===== src/rtl/cfr_pkg.sv =====
// ----------------------------------------------------------------------------
// cfr_pkg
// Shared types and constants of the checksummed frame receiver.
// ----------------------------------------------------------------------------
package cfr_pkg;

  // Payload store geometry
  localparam int MAX_PAYLOAD = 32;
  localparam int ADDR_W      = $clog2(MAX_PAYLOAD);
  localparam int LEN_W       = $clog2(MAX_PAYLOAD + 1);

  // Register reset values
  localparam logic [7:0] START_CODE_RST = 8'h80;
  localparam logic [7:0] END_CODE_RST   = 8'hFE;
  localparam logic [5:0] MAX_LEN_RST    = 6'd32;

  // Configuration register indexes
  localparam logic [1:0] CFG_START_CODE = 2'd0;
  localparam logic [1:0] CFG_END_CODE   = 2'd1;
  localparam logic [1:0] CFG_MAX_LENGTH = 2'd2;

  // Write request into the payload store
  typedef struct packed {
    logic              en;
    logic [ADDR_W-1:0] addr;
    logic [7:0]        data;
  } store_wr_t;

  // Replay request from the parser to the replay sequencer
  typedef struct packed {
    logic             start;
    logic [LEN_W-1:0] len;
  } replay_req_t;

endpackage


===== src/rtl/cfr_store.sv =====
// ----------------------------------------------------------------------------
// cfr_store
// Payload store: one write port, one read port, registered read data.
// ----------------------------------------------------------------------------
module cfr_store (
  input  logic                       clk,
  input  cfr_pkg::store_wr_t         wr,
  input  logic                       rd_en,
  input  logic [cfr_pkg::ADDR_W-1:0] rd_addr,
  output logic [7:0]                 rd_data
);

  logic [7:0] mem [cfr_pkg::MAX_PAYLOAD];

  // Write port
  always_ff @(posedge clk) begin
    if (wr.en) begin
      mem[wr.addr] <= wr.data;
    end
  end

  // Read port, registered read data
  always_ff @(posedge clk) begin
    if (rd_en) begin
      rd_data <= mem[rd_addr];
    end
  end

endmodule


===== src/rtl/cfr_parser.sv =====
// ----------------------------------------------------------------------------
// cfr_parser
// Frame parser: hunts start, checks length, stores payload, checks end code and sum.
// ----------------------------------------------------------------------------
module cfr_parser (
  input  logic                   clk,
  input  logic                   rst_n,
  // Input item
  input  logic                   accept,
  input  logic [7:0]             rx_byte,
  // Configuration writes
  input  logic                   cfg_we,
  input  logic [1:0]             cfg_index,
  input  logic [7:0]             cfg_data,
  // Store write and replay request
  output cfr_pkg::store_wr_t     wr,
  output cfr_pkg::replay_req_t   req
);

  typedef enum logic [3:0] {
    ST_HUNT = 4'b0001,
    ST_LEN  = 4'b0010,
    ST_DATA = 4'b0100,
    ST_SUM  = 4'b1000
  } phase_t;

  phase_t                    phase_r, phase_nxt;
  logic [7:0]                sum_r, sum_nxt;
  logic [cfr_pkg::LEN_W-1:0] len_r, len_nxt;
  logic [cfr_pkg::LEN_W-1:0] taken_r, taken_nxt;
  logic [7:0]                start_code_r;
  logic [7:0]                end_code_r;
  logic [5:0]                max_len_r;
  logic [5:0]                limit;

  // Configuration registers
  always_ff @(posedge clk) begin
    if (!rst_n) begin
      start_code_r <= cfr_pkg::START_CODE_RST;
      end_code_r   <= cfr_pkg::END_CODE_RST;
      max_len_r    <= cfr_pkg::MAX_LEN_RST;
    end else if (cfg_we) begin
      unique case (cfg_index)
        cfr_pkg::CFG_START_CODE: start_code_r <= cfg_data;
        cfr_pkg::CFG_END_CODE:   end_code_r   <= cfg_data;
        cfr_pkg::CFG_MAX_LENGTH: max_len_r    <= cfg_data[5:0];
        default: ;
      endcase
    end
  end

  // Length limit, capped at the store depth
  assign limit = (max_len_r > 6'(cfr_pkg::MAX_PAYLOAD)) ? 6'(cfr_pkg::MAX_PAYLOAD)
                                                        : max_len_r;

  // Frame state machine
  always_comb begin
    phase_nxt = phase_r;
    sum_nxt   = sum_r;
    len_nxt   = len_r;
    taken_nxt = taken_r;
    wr.en     = 1'b0;
    wr.addr   = taken_r[cfr_pkg::ADDR_W-1:0];
    wr.data   = rx_byte;
    req.start = 1'b0;
    req.len   = len_r;
    if (accept) begin
      unique case (phase_r)
        ST_HUNT: begin
          if (rx_byte == start_code_r) begin
            phase_nxt = ST_LEN;
            sum_nxt   = rx_byte;
            len_nxt   = '0;
            taken_nxt = '0;
          end
        end
        ST_LEN: begin
          if (rx_byte != 8'd0 && rx_byte <= {2'b00, limit}) begin
            phase_nxt = ST_DATA;
            sum_nxt   = sum_r + rx_byte;
            len_nxt   = rx_byte[cfr_pkg::LEN_W-1:0];
            taken_nxt = '0;
          end else begin
            phase_nxt = ST_HUNT;
          end
        end
        ST_DATA: begin
          // accepted length never exceeds the store depth
          wr.en     = 1'b1;
          taken_nxt = taken_r + 1'b1;
          sum_nxt   = sum_r + rx_byte;
          if (taken_nxt == len_r) begin
            phase_nxt = (rx_byte == end_code_r) ? ST_SUM : ST_HUNT;
          end
        end
        ST_SUM: begin
          phase_nxt = ST_HUNT;
          req.start = (sum_r == rx_byte);
        end
        default: phase_nxt = ST_HUNT;
      endcase
    end
  end

  always_ff @(posedge clk) begin
    if (!rst_n) begin
      phase_r <= ST_HUNT;
      sum_r   <= '0;
      len_r   <= '0;
      taken_r <= '0;
    end else begin
      phase_r <= phase_nxt;
      sum_r   <= sum_nxt;
      len_r   <= len_nxt;
      taken_r <= taken_nxt;
    end
  end

endmodule


===== src/rtl/cfr_replay.sv =====
// ----------------------------------------------------------------------------
// cfr_replay
// Replay sequencer: reads the stored payload and drives the result register.
// ----------------------------------------------------------------------------
module cfr_replay (
  input  logic                       clk,
  input  logic                       rst_n,
  input  cfr_pkg::replay_req_t       req,
  // Store read port
  output logic                       rd_en,
  output logic [cfr_pkg::ADDR_W-1:0] rd_addr,
  input  logic [7:0]                 rd_data,
  // Result channel
  output logic                       out_valid,
  input  logic                       out_stall,
  output logic [7:0]                 out_payload_byte,
  output logic [4:0]                 out_byte_index,
  output logic                       out_is_last,
  // High while a replay is in flight
  output logic                       busy
);

  logic                       active_r;
  logic [cfr_pkg::LEN_W-1:0]  cnt_r;
  logic [cfr_pkg::LEN_W-1:0]  len_r;
  logic                       pend_r;
  logic [cfr_pkg::ADDR_W-1:0] pend_idx_r;
  logic                       pend_last_r;
  logic                       oval_r;
  logic [7:0]                 obyte_r;
  logic [4:0]                 oidx_r;
  logic                       olast_r;
  logic                       slot_free;
  logic [cfr_pkg::LEN_W-1:0]  cnt_inc;

  // Issue a read only when the result register is free by the time data lands
  assign slot_free = !oval_r || !out_stall;
  assign cnt_inc   = cnt_r + 1'b1;
  assign rd_en     = active_r && !pend_r && slot_free;
  assign rd_addr   = cnt_r[cfr_pkg::ADDR_W-1:0];
  assign busy      = active_r || pend_r || oval_r;

  // Read sequencing
  always_ff @(posedge clk) begin
    if (!rst_n) begin
      active_r <= 1'b0;
      pend_r   <= 1'b0;
    end else begin
      pend_r <= rd_en;
      if (req.start) begin
        active_r <= 1'b1;
      end else if (rd_en && cnt_inc == len_r) begin
        active_r <= 1'b0;
      end
    end
  end

  always_ff @(posedge clk) begin
    if (req.start) begin
      cnt_r <= '0;
      len_r <= req.len;
    end else if (rd_en) begin
      cnt_r <= cnt_inc;
    end
    if (rd_en) begin
      pend_idx_r  <= cnt_r[cfr_pkg::ADDR_W-1:0];
      pend_last_r <= (cnt_inc == len_r);
    end
  end

  // Result register
  always_ff @(posedge clk) begin
    if (!rst_n) begin
      oval_r <= 1'b0;
    end else if (pend_r) begin
      oval_r <= 1'b1;
    end else if (!out_stall) begin
      oval_r <= 1'b0;
    end
  end

  always_ff @(posedge clk) begin
    if (pend_r) begin
      obyte_r <= rd_data;
      oidx_r  <= 5'(pend_idx_r);
      olast_r <= pend_last_r;
    end
  end

  assign out_valid        = oval_r;
  assign out_payload_byte = obyte_r;
  assign out_byte_index   = oidx_r;
  assign out_is_last      = olast_r;

endmodule


===== src/rtl/checksummed_frame_receiver.sv =====
// ----------------------------------------------------------------------------
// checksummed_frame_receiver
// Length-prefixed frame receiver with an 8-bit sum check and payload replay.
// ----------------------------------------------------------------------------
// Usage:
//   Input channel (in_valid / in_stall / in_rx_byte) takes one link byte per
//   item. A frame is start code, length (1..max_length, at most 32), payload
//   whose last byte is the end code, then the 8-bit sum of all prior bytes.
//   Payload bytes go into a 32-entry store with a registered read.
//   Result channel (out_valid / out_stall / out_*) carries the payload of a
//   good frame, one byte per item, with its index and a last flag.
//   Throughput: one input item per cycle while parsing. After a good checksum
//   byte the replay reads each stored byte and loads it into the result
//   register; no new store read is issued while a read is still pending.
//   in_stall is high while a replay is in flight, so the store is never read
//   and written in the same frame window; a stalled result holds and pauses
//   the replay.
//   Configuration port (cfg_valid / cfg_ready / cfg_index / cfg_data) is
//   always ready; index 0 start code, 1 end code, 2 max length, others
//   ignored. Reset restores the register defaults and returns to hunting.
// ----------------------------------------------------------------------------
module checksummed_frame_receiver (
  input  logic       clk,
  input  logic       rst_n,
  // Input channel
  input  logic       in_valid,
  output logic       in_stall,
  input  logic [7:0] in_rx_byte,
  // Result channel
  output logic       out_valid,
  input  logic       out_stall,
  output logic [7:0] out_payload_byte,
  output logic [4:0] out_byte_index,
  output logic       out_is_last,
  // Configuration port
  input  logic       cfg_valid,
  output logic       cfg_ready,
  input  logic [1:0] cfg_index,
  input  logic [7:0] cfg_data
);

  cfr_pkg::store_wr_t         wr;
  cfr_pkg::replay_req_t       req;
  logic                       rd_en;
  logic [cfr_pkg::ADDR_W-1:0] rd_addr;
  logic [7:0]                 rd_data;
  logic                       busy;
  logic                       accept;

  assign cfg_ready = 1'b1;
  assign in_stall  = busy;
  assign accept    = in_valid && !busy;

  // Parser and configuration registers
  cfr_parser u_parser (
    .clk       (clk),
    .rst_n     (rst_n),
    .accept    (accept),
    .rx_byte   (in_rx_byte),
    .cfg_we    (cfg_valid && cfg_ready),
    .cfg_index (cfg_index),
    .cfg_data  (cfg_data),
    .wr        (wr),
    .req       (req)
  );

  // Payload store
  cfr_store u_store (
    .clk     (clk),
    .wr      (wr),
    .rd_en   (rd_en),
    .rd_addr (rd_addr),
    .rd_data (rd_data)
  );

  // Replay of a good frame
  cfr_replay u_replay (
    .clk              (clk),
    .rst_n            (rst_n),
    .req              (req),
    .rd_en            (rd_en),
    .rd_addr          (rd_addr),
    .rd_data          (rd_data),
    .out_valid        (out_valid),
    .out_stall        (out_stall),
    .out_payload_byte (out_payload_byte),
    .out_byte_index   (out_byte_index),
    .out_is_last      (out_is_last),
    .busy             (busy)
  );

endmodule


===== config.mk =====
export PLATFORM = sky130hd
export DESIGN_NAME = checksummed_frame_receiver
export DESIGN_NICKNAME = d
export VERILOG_FILES = /design/src/rtl/cfr_pkg.sv /design/src/rtl/cfr_store.sv /design/src/rtl/cfr_parser.sv /design/src/rtl/cfr_replay.sv /design/src/rtl/checksummed_frame_receiver.sv
export SDC_FILE = /design/constraint.sdc
export NUM_CORES = 1
export LEC_CHECK = 0
export BUFFER_PORTS_ARGS = -buffer_cell sky130_fd_sc_hd__buf_2
export CORE_ASPECT_RATIO = 1.2
export CORE_MARGIN = 8
export CORE_UTILIZATION = 60
export CTS_BUF_LIST = sky130_fd_sc_hd__clkbuf_16
export CTS_CLUSTER_DIAMETER = 50
export DETAILED_ROUTE_END_ITERATION = 12
export PLACE_DENSITY = 0.84
export SYNTH_ARGS = -nofsm -noshare
export SYNTH_HDL_FRONTEND = slang
export SYNTH_SLANG_ARGS = --single-unit

===== constraint.sdc =====
create_clock -name clk -period 2.6 [get_ports clk]
set_input_delay 0.52 -clock clk [delete_from_list [all_inputs] [get_ports clk]]
set_output_delay 0.52 -clock clk [all_outputs]
set_load 0.01 [all_outputs]

==> run_results.csv, run 1 <==
group,metric,value,unit
routing,vias,8262,
hold_path,holdPathEnd,"u_parser.end_code_r[7]$_SDFFE_PN1P_",
synthesis,synthSimpleGateAreaFrac,6.779,%
worst_setup_path,cp-start-kind,"register",
floorplanning,die_h,184.9,microns
clocking,cts-buffers-inserted,34,
grt,grt_pass1_vias,8353,
final_layout,finalInstanceArea,16440,sq um
routing,routedWlPerCell,25.12,microns
clocking,clk_latency,0.52,ns
routing,drc,0,
floorplanning,dieArea,28990,sq um
worst_setup_path,critPathKind,"register to register",
synthesis,synth_top_area_share,61.04,%
floorplanning,io_pins,40,
timing,period_needed,2.399,ns
worst_setup_path,arrival,2.61,ns
synthesis,yosysUniqueCellTypes,62,
final_layout,layout-area-overhead-vs-synth,15.24,%
synthesis,synth_fa_ha_area_share,1.719,%
routing,vias_per_cell,6.350,
hold_path,hold_path_class,"primary input to register",
timing,rsz0062_at_grt,"no",
timing,post-route-period-util,92.29,%
pwr,total_leakage_power,5.422,nW
timing,max-slew-margin-rel,62.90,%
worst_setup_path,r2r-end,"u_store.mem[3][0]$_DFFE_PP_",
worst_setup_path,cp.required,2.81,ns
grt,grt_pass1_wl,49940,microns
synthesis,syn_area_per_cell,16.79,sq um
place,gp_congestion,0.8945,
timing,skew,0.01998,ns
synthesis,yosys.area.top_type,"edfxtp_1",
worst_setup_path,cp-end-kind,"register",
final_layout,nets,999,
worst_setup_path,critPathMaxFanout,8,
synthesis,ys_ff_latch,345,
floorplanning,fp.coreArea,23660,sq um
clocking,cts_root_buf,"clkbuf_16",
synthesis,synth_top_family_by_area,"multiplexers",
clocking,cts_hold_buf,0,
timing,setup_viol,0,
final_layout,drive_gt1_share,27.22,%
clocking,cts_setup_buffers,0,
synthesis,syn_nets,892,
synthesis,synthArstFlopShare,0,%
synthesis,synth_area_leaders,"edfxtp_1, mux4_2, dfxtp_1",
place,hpwl,21150,microns
routing,drt_iter0_markers,968,
routing,ant_nets,0,
grt,grt_remaining_overflow,0,
synthesis,synthesis.area,14270,sq um
synthesis,muxShareOfSynthArea,14.31,%
pwr,peakVddDrop,0.6265,mV
timing,hold_viol_final,0,
run,max-cap-violations,0,
grt,grt_max_degree,42,
synthesis,syn_inst,850,
final_layout,antenna_cells,0,
worst_setup_path,timing.rr.start,"u_replay.out_valid$_SDFFE_PN0P_",
place,placed_area,15320,sq um
timing,fmax,0.4168,GHz
synthesis,synth_compound_area_share,4.359,%
routing,firstDrtPassIters,5,
clocking,clockBufferDepth,3,
synthesis,ys_warn_count,0,
clocking,clock-sinks,345,
pwr,power,0.01117,W
final_layout,utilization,69.49,%
grt,track_usage,23.17,%
grt,antenna_found_initial,1,
synthesis,synth-edff-count,290,
run_status,status,"finished, final reports clean",
final_layout,fill_cells,1390,
place,io_buffers,38,
timing,fin_setup_tns,0,ns
final_layout,seqCellArea,9814,sq um
worst_setup_path,ff2ff_path_depth,6,
final_layout,multiInputGateArea,4200,sq um
timing,whs,0.2507,ns
timing,slew_violations,0,
floorplanning,row_count,62,
synthesis,ys_seq_area_share,68.75,%
clocking,cts.htree.levels,2,
floorplanning,start_util,60.30,%
synthesis,synth_xor_area_share,2.210,%
pwr,powerDensity,679.5,nW/um^2
timing,tightest_slew,0.5519,ns
hold_path,min_from,"cfg_data[7]",
floorplanning,dieWidth,156.8,microns
worst_setup_path,reg2reg_slack,0.20,ns
hold_path,min_path_cells,3,
clocking,clk_pin_slew_worst_paths,0.06,ns
routing,drt_wl_total,32690,microns
clocking,cts_tree,"done",
synthesis,synth_ff_type,"edfxtp_1",
-- through the flow --
| step | instances | worst slack (ns) |
|---|---|---|
| after detailed placement | 1241 | 0.08363 |
| after floorplan | 850 | 0.2224 |
| after CTS | 1301 | 0.1726 |
| after global routing | 1301 | 0.1238 |
| final | 1301 | 0.2005 |
| after global placement | 1241 | 0.09077 |
-- cells in the mapped netlist (all sizes together), types with 7 or more instances --
| master | n |
|---|---|
| nand4 | 13 |
| nand3 | 20 |
| nor4 | 9 |
| buf | 18 |
| edfxtp | 290 |
| or3 | 7 |
| xnor2 | 20 |
| inv | 18 |
| ha | 18 |
| mux2i | 15 |
| a21oi | 29 |
| xor2 | 16 |
| mux4 | 80 |
| mux2 | 8 |
| nand2 | 55 |
| o21ai | 23 |
| clkbuf | 22 |
| nor2 | 62 |
| dfxtp | 55 |
-- flip-flops by register name (all words and copies together), names as in the netlist --
signal / flops
u_store.mem: 256
u_parser.end_code_r: 8
u_parser.start_code_r: 8
u_parser.sum_r: 8
u_replay.out_payload_byte: 8
u_store.rd_data: 8
u_parser.len_r: 6
u_parser.max_len_r: 6
u_parser.taken_r: 6
u_replay.cnt_r: 6
u_replay.len_r: 6
u_replay.out_byte_index: 5
u_replay.pend_idx_r: 5
u_parser.phase_r: 4
u_replay.active_r: 1
u_replay.out_is_last: 1
u_replay.out_valid: 1
u_replay.pend_last_r: 1
u_replay.pend_r: 1
-- how the worst max path moves through the flow --
stage / from / endpoint / slack, ns / cells after the start
after floorplan: in_rx_byte[3] / u_replay.len_r[0]$_DFFE_PP_ / 0.22 / 3
after global placement: u_replay.out_valid$_SDFFE_PN0P_ / u_store.mem[0][0]$_DFFE_PP_ / 0.09 / 6
after detailed placement: u_replay.out_valid$_SDFFE_PN0P_ / u_store.mem[7][4]$_DFFE_PP_ / 0.08 / 6
after CTS: u_replay.out_valid$_SDFFE_PN0P_ / u_store.mem[3][1]$_DFFE_PP_ / 0.17 / 6
final: u_replay.out_valid$_SDFFE_PN0P_ / u_store.mem[3][0]$_DFFE_PP_ / 0.20 / 6
after global routing: u_replay.out_valid$_SDFFE_PN0P_ / u_store.mem[3][0]$_DFFE_PP_ / 0.12 / 6
-- layout make-up --
cell class | instances | area share, %
flip-flops and latches | 345 | 59.69
repair buffers | 111 | 5.099
multi-input cells | 447 | 25.55
inverters | 18 | 0.4109
clock buffers | 35 | 5.327
clock inverters | 25 | 1.492
well taps | 320 | 2.435
-- layout by cell type (no fill, tap or decap), types with 6 or more instances in the layout --
| cell | Yosys | final |
|---|---|---|
| a21oi_1 | 28 | 28 |
| buf_12 | 0 | 8 |
| buf_2 | 6 | 38 |
| buf_4 | 2 | 65 |
| clkbuf_16 | 0 | 35 |
| clkinv_1 | 0 | 7 |
| dfxtp_1 | 55 | 53 |
| edfxtp_1 | 290 | 290 |
| ha_1 | 18 | 18 |
| inv_1 | 18 | 20 |
| mux2_2 | 8 | 8 |
| mux2i_1 | 15 | 15 |
| mux4_2 | 80 | 80 |
| nand2_1 | 55 | 55 |
| nand3_1 | 19 | 19 |
| nand4_1 | 13 | 13 |
| nor2_1 | 61 | 61 |
| nor4_1 | 7 | 7 |
| o21ai_0 | 22 | 22 |
| or3_1 | 6 | 6 |
| xnor2_1 | 20 | 20 |
| xor2_1 | 16 | 16 |
-- worst max-delay path: stages (launching register included) --
cell	delay, ns
dfxtp_1	0.33
nor3_2	0.33
nand2_1	0.25
nor2_1	0.36
nand2_1	0.34
nor2_1	0.24
buf_4	0.25
-- metal layers --
metal / share of wire [%] / GRT usage (%) / vias up
li1: - / - / 3571
met1: 35 / 27.54 / 4142
met5: 0.034 / 0 / -
met3: 7.4 / 3.641 / 85
met4: 3.1 / 7.701 / 2
met2: 54 / 42.25 / 462
-- cells by family (layout without fill, tap and decap cells) --
group,after synthesis,after routing
xor gates and xnor gates,36,36
muxes,103,103
AOI/OAI and AO/OA,93,93
adders and majority gates,19,19
other,1,1
buffers and inverters,58,189
and+or+nand+nor,195,195
DFF,345,345
-- timing repair --
action,4_1_cts,5_1_grt
endpoints found under the setup margin,16,0
gates resized for setup,1,0
endpoints found under the hold margin,0,0
-- power by group --
part           switching [W]  internal, W
Clock                0.00205      0.00287
Sequential         0.0000111      0.00599
Combinational       0.000172    0.0000808
Total                0.00223      0.00894
Power figures use the tool's default switching activity.
==> run 2, diff against run 1 <==
==> constraint.sdc (replaced) <==
create_clock -name clk -period 2.6 [get_ports clk]
set_input_delay 0.26 -clock clk [delete_from_list [all_inputs] [get_ports clk]]
set_output_delay 0.26 -clock clk [all_outputs]
set_load 0.01 [all_outputs]
==> run 2 against run 1 <==
Count of clock-buffer cells in the layout up 1. Critical path depth shrank 2. Die area stayed put. Highest routed layer is now met4. Combinational power increased by 2%. Via count fell by 1.5%. Setup slack worse by 0.054 ns. Hold slack got worse by 0.23 ns. Sequential cell count unchanged. Routed wire length fell by 1.1%. Final area shrank 0.30%.
==> run_results.csv, run 2 (synthesized netlist as in run 1, its figures left out) <==
group,metric,value,unit
run_status,status,"finished, final reports clean",
floorplanning,row_count,62,
timing,tightest_slew,0.6367,ns
timing,setup_viol,0,
worst_setup_path,cp-start-kind,"register",
floorplanning,fp.coreArea,23660,sq um
routing,drt_iter0_markers,858,
worst_setup_path,cp-end-kind,"register",
routing,vias_per_cell,6.215,
worst_setup_path,cp.required,2.87,ns
clocking,cts-buffers-inserted,35,
floorplanning,start_util,60.30,%
run,max-cap-violations,0,
floorplanning,dieWidth,156.8,microns
worst_setup_path,r2r-end,"u_store.rd_data[2]$_DFFE_PP_",
routing,drc,0,
worst_setup_path,endpoint,"u_store.rd_data[2]$_DFFE_PP_",
routing,firstDrtPassIters,5,
grt,grt_max_degree,40,
clocking,clockBufferDepth,3,
clocking,clock-sinks,345,
timing,skew,0.02076,ns
final_layout,nets,1005,
pwr,power_frac_clock,42.8,%
routing,drt_wl_total,32330,microns
worst_setup_path,critPathKind,"register to register",
clocking,clk_latency,0.51,ns
pwr,sw_frac_of_total,20.47,%
worst_setup_path,timing.rr.start,"u_replay.cnt_r[0]$_SDFFE_PP0P_",
final_layout,final_common_cell,"edfxtp_1",
pwr,p_int,0.008701,W
final_layout,top_register,"u_store.mem",
final_layout,largest_reg_flops,256,
grt,track_usage,22.94,%
clocking,clk_pin_slew_worst_paths,0.06,ns
pwr,powerDensity,667.4,nW/um^2
place,gp_congestion,0.9126,
grt,antenna_found_initial,0,
timing,post-route-period-util,94.35,%
worst_setup_path,arrival,2.72,ns
pwr,peakVddDrop,0.6142,mV
clocking,cts_setup_buffers,0,
floorplanning,die_h,184.9,microns
final_layout,utilization,69.29,%
timing,hold_viol_final,0,
timing,fin_setup_tns,0,ns
timing,slew_violations,0,
clocking,cts.htree.levels,2,
place,hpwl,20680,microns
worst_setup_path,ff2ff_path_depth,4,
clocking,cts_tree,"done",
pwr,p_sw,0.002239,W
timing,max-slew-margin-rel,57.50,%
routing,ant_nets,0,
final_layout,fill_cells,1433,
pwr,total_leakage_power,5.452,nW
timing,finalWorstSetupSlack,0.1469,ns
routing,vias,8136,
timing,fmax,0.4076,GHz
grt,grt_pass1_vias,8331,
pwr,pwr-share-seq,54.8,%
grt,grt_pass1_wl,49640,microns
hold_path,hold_path_class,"primary input to register",
final_layout,layout-area-overhead-vs-synth,14.90,%
worst_setup_path,crit_start,"u_replay.cnt_r[0]$_SDFFE_PP0P_",
worst_setup_path,reg2reg_slack,0.15,ns
routing,routedWlPerCell,24.70,microns
worst_setup_path,critPathMaxFanout,22,
timing,rsz0062_at_grt,"no",
clocking,cts_root_buf,"clkbuf_16",
timing,period_needed,2.453,ns
final_layout,final_cell_mix,"edfxtp_1, mux4_2, buf_4, nor2_1, nand2_1",
pwr,power_frac_comb,2.4,%
grt,grt_remaining_overflow,0,
floorplanning,io_pins,40,
place,pre_cts_ws,0.1601,ns
final_layout,drive_gt1_share,26.79,%
floorplanning,dieArea,28990,sq um
final_layout,antenna_cells,0,
place,io_buffers,38,
==> run 2: metal layers <==
metal  up-vias  track usage, %  routed length, microns
met5         -               0                       0
met4         0           8.048                     924
met3        61           2.568                    1819
met2       350           40.91                   17160
met1      4155           28.64                   12430
li1       3570               -                       -
==> run 2: power by group through the flow <==
stage / combinational, W / sequential [W] / clock, W
6_report: 0.000259 / 0.00600 / 0.00468
5_1_grt: 0.000279 / 0.00600 / 0.00494
4_1_cts: 0.000257 / 0.00600 / 0.00473
3_5_place_dp: 0.000250 / 0.00612 / 0
3_3_place_gp: 0.000240 / 0.00612 / 0
2_1_floorplan: 0.000103 / 0.00612 / 0
==> run 2: metrics by stage <==
stage               power, W  cell area (sq um)  hold slack (ns)  std cells
floorplan           0.006220              14270           0.3589        850
global placement    0.006356              15290           0.4026       1243
detailed placement  0.006367              15290           0.4054       1243
CTS                  0.01098              16390         0.003055       1309
global route         0.01122              16390          0.02505       1309
finish               0.01094              16390          0.01674       1309
==> run 2: layout make-up <==
cell class	instances	area (sq um)	area share [%]
timing repair buffer	116	845.8	5.160
sequential	345	9814	59.87
tap	320	400.4	2.442
multi-input combinational	447	4195	25.59
clock inverter	27	168.9	1.030
inverter	18	67.56	0.4122
clock buffer	36	900.9	5.495
==> run 2: worst min-delay path by stage <==
stage / start / end / slack [ns] / cells after the start
2_1_floorplan: in_rx_byte[0] / u_store.mem[0][0]$_DFFE_PP_ / 0.36 / 0
3_3_place_gp: u_replay.pend_last_r$_DFFE_PP_ / u_replay.out_is_last$_DFFE_PP_ / 0.40 / 0
3_5_place_dp: u_replay.pend_idx_r[3]$_DFFE_PP_ / u_replay.out_byte_index[3]$_DFFE_PP_ / 0.41 / 0
4_1_cts: cfg_data[3] / u_parser.end_code_r[3]$_SDFFE_PN1P_ / 0.003 / 3
5_1_grt: cfg_data[0] / u_parser.max_len_r[0]$_SDFFE_PN0P_ / 0.03 / 3
6_report: cfg_data[3] / u_parser.end_code_r[3]$_SDFFE_PN1P_ / 0.02 / 3
==> run 2: repair_timing <==
action / 4_1_cts / 5_1_grt
hold buffers: 3 / 0
resized for setup: 0 / 0
endpoints found under the hold margin: 3 / 0
==> run 2: worst max-delay path, cell delays in order, from the launching register on <==
cell	delay, ns
dfxtp_4	0.51
buf_12	0.25
mux4_2	0.57
mux4_2	0.52
mux2_2	0.30
==> run 3, diff against run 2 <==
Clock period 2.6 ns to 3.1 ns, I/O delays scaled along.
==> run 3 against run 2 <==
Clock power is 16% lower. Total power is 16% lower. First-iteration DRC count is 2.2% higher. Die area stayed put. Via count is 1.4% higher. Sequential cell count stayed put. Fmax is 7.2% lower. Routed wire length is 3.5% higher. Largest cell class unchanged. Largest power group unchanged.
==> run_results.csv, run 3 (synthesized netlist as in run 1, its figures left out) <==
group,metric,value,unit
pwr,powerDensity,564.4,nW/um^2
grt,antenna_found_initial,1,
clocking,cts_hold_buf,0,
timing,fmax,0.3784,GHz
pwr,total_leakage_power,5.372,nW
timing,rsz0062_at_grt,"no",
routing,ant_nets,0,
routing,routedWlPerCell,25.85,microns
place,io_buffers,38,
timing,max-slew-margin-rel,33.72,%
routing,vias_per_cell,6.373,
clocking,cts_setup_buffers,0,
final_layout,top_register,"u_store.mem",
worst_setup_path,cp_slowest_cell,"dfxtp_4",
hold_path,holdPathEnd,"u_parser.end_code_r[7]$_SDFFE_PN1P_",
floorplanning,die_h,184.9,microns
worst_setup_path,r2r-end,"u_store.rd_data[5]$_DFFE_PP_",
clocking,cts-buffers-inserted,34,
clocking,cts.htree.levels,2,
hold_path,hold_path_class,"primary input to register",
floorplanning,dieArea,28990,sq um
clocking,cts_tree,"done",
timing,period_needed,2.643,ns
routing,firstDrtPassIters,6,
place,gp_congestion,0.8735,
run,max-cap-violations,0,
routing,drt_wl_total,33460,microns
grt,grt_max_degree,65,
clocking,clock-sinks,345,
final_layout,nets,989,
grt,grt_remaining_overflow,0,
grt,grt_pass1_vias,8284,
worst_setup_path,ff2ff_path_depth,4,
final_layout,final_common_cell,"edfxtp_1",
timing,fin_setup_tns,0,ns
clocking,clockBufferDepth,3,
place,pre_cts_ws,0.4738,ns
worst_setup_path,cpMostUsedCell,"mux4_2",
timing,skew,0.02500,ns
timing,finalWorstSetupSlack,0.4572,ns
floorplanning,io_pins,40,
clocking,cts_resized,0,
floorplanning,row_count,62,
place,hpwl,20600,microns
routing,drc,0,
run_status,status,"finished, final reports clean",
final_layout,drive_gt1_share,26.00,%
clocking,clk_pin_slew_worst_paths,0.06,ns
clocking,cts_root_buf,"clkbuf_16",
grt,track_usage,23.79,%
hold_path,min_from,"cfg_data[7]",
routing,vias,8247,
final_layout,final_cell_mix,"edfxtp_1, mux4_2, nor2_1, buf_4, nand2_1",
hold_path,min_path_cells,3,
worst_setup_path,cp_num_buf_inv,1,
worst_setup_path,timing.rr.start,"u_replay.cnt_r[0]$_SDFFE_PP0P_",
worst_setup_path,arrival,2.92,ns
pwr,peakVddDrop,0.4797,mV
worst_setup_path,cp-start-kind,"register",
timing,hold_viol_final,0,
timing,post-route-period-util,85.25,%
worst_setup_path,critPathMaxFanout,24,
worst_setup_path,slowest_delay,0.69,ns
final_layout,layout-area-overhead-vs-synth,14.01,%
floorplanning,start_util,60.30,%
clocking,clk_latency,0.52,ns
worst_setup_path,reg2reg_slack,0.46,ns
timing,slew_violations,0,
worst_setup_path,cp.required,3.37,ns
grt,grt_pass1_wl,51040,microns
worst_setup_path,cp-end-kind,"register",
routing,drt_iter0_markers,877,
timing,tightest_slew,0.9929,ns
worst_setup_path,critPathKind,"register to register",
worst_setup_path,path_cells,"buf_12, mux4_2, mux4_2, mux2_2",
final_layout,largest_reg_flops,256,
worst_setup_path,crit_family,"multiplexers",
floorplanning,dieWidth,156.8,microns
timing,setup_viol,0,
floorplanning,fp.coreArea,23660,sq um
[run 3: cell count changes in the layout (fill, tap and decap cells not counted)]
cell | before | now
buf_4 | 70 | 59
diode_2 | 0 | 1
clkinv_8 | 1 | 2
inv_8 | 1 | 2
dlygate4sd3_1 | 3 | 0
clkbuf_16 | 36 | 34
buf_12 | 5 | 4
inv_1 | 28 | 27
bufinv_16 | 1 | 2
inv_6 | 1 | 2
clkinv_2 | 6 | 4
[run 3: report_power, final]
part	total, W	switching [W]	internal (W)
clock	0.00395	0.00174	0.00220
sequential	0.00503	0.00000843	0.00502
combinational	0.000204	0.000144	0.0000605
total	0.00918	0.00189	0.00729
[run 3: worst max path at each step]
stage | from | endpoint | slack [ns] | depth (start not counted)
3_3_place_gp | u_replay.cnt_r[0]$_SDFFE_PP0P_ | u_store.rd_data[7]$_DFFE_PP_ | 0.50 | 4
2_1_floorplan | u_replay.cnt_r[1]$_SDFFE_PP0P_ | u_store.rd_data[0]$_DFFE_PP_ | 0.76 | 5
3_5_place_dp | u_replay.cnt_r[0]$_SDFFE_PP0P_ | u_store.rd_data[7]$_DFFE_PP_ | 0.47 | 4
6_report | u_replay.cnt_r[0]$_SDFFE_PP0P_ | u_store.rd_data[5]$_DFFE_PP_ | 0.46 | 4
5_1_grt | u_replay.cnt_r[0]$_SDFFE_PP0P_ | u_store.rd_data[5]$_DFFE_PP_ | 0.35 | 4
4_1_cts | u_replay.cnt_r[0]$_SDFFE_PP0P_ | u_store.rd_data[5]$_DFFE_PP_ | 0.44 | 4
[run 3: cell type report]
class / instances / area [sq um]
Sequential cell: 345 / 9814
Fill cell: 1440 / 7395
Multi-Input combinational cell: 447 / 4195
Clock buffer: 34 / 850.8
Timing Repair Buffer: 101 / 713.2
Tap cell: 320 / 400.4
Clock inverter: 28 / 221.5
Inverter: 18 / 67.56
Antenna cell: 1 / 2.502
[run 3: routing by layer]
metal / vias up / GRT usage (%) / wire length (microns)
met5: - / 0 / 0
met4: 0 / 7.971 / 1024
met3: 79 / 3.221 / 2354
met2: 459 / 42.64 / 17850
met1: 4172 / 29.26 / 12230
li1: 3537 / - / -
[run 3: worst min-delay path: stages]
cell	delay [ns]
buf_2	0.10
nand2_1	0.05
nand3_1	0.06
[run 3: through the flow]
stage	std cells	utilization, %	cell area (sq um)	hold WS, ns	power, W
finish	1294	68.75	16270	0.05043	0.009181
global route	1294	68.75	16270	0.06555	0.009407
CTS	1293	68.74	16260	0.04010	0.009215
detailed placement	1231	64.20	15190	0.4045	0.005332
global placement	1231	64.20	15190	0.4002	0.005322
floorplan	850	-	14270	0.4003	0.005217
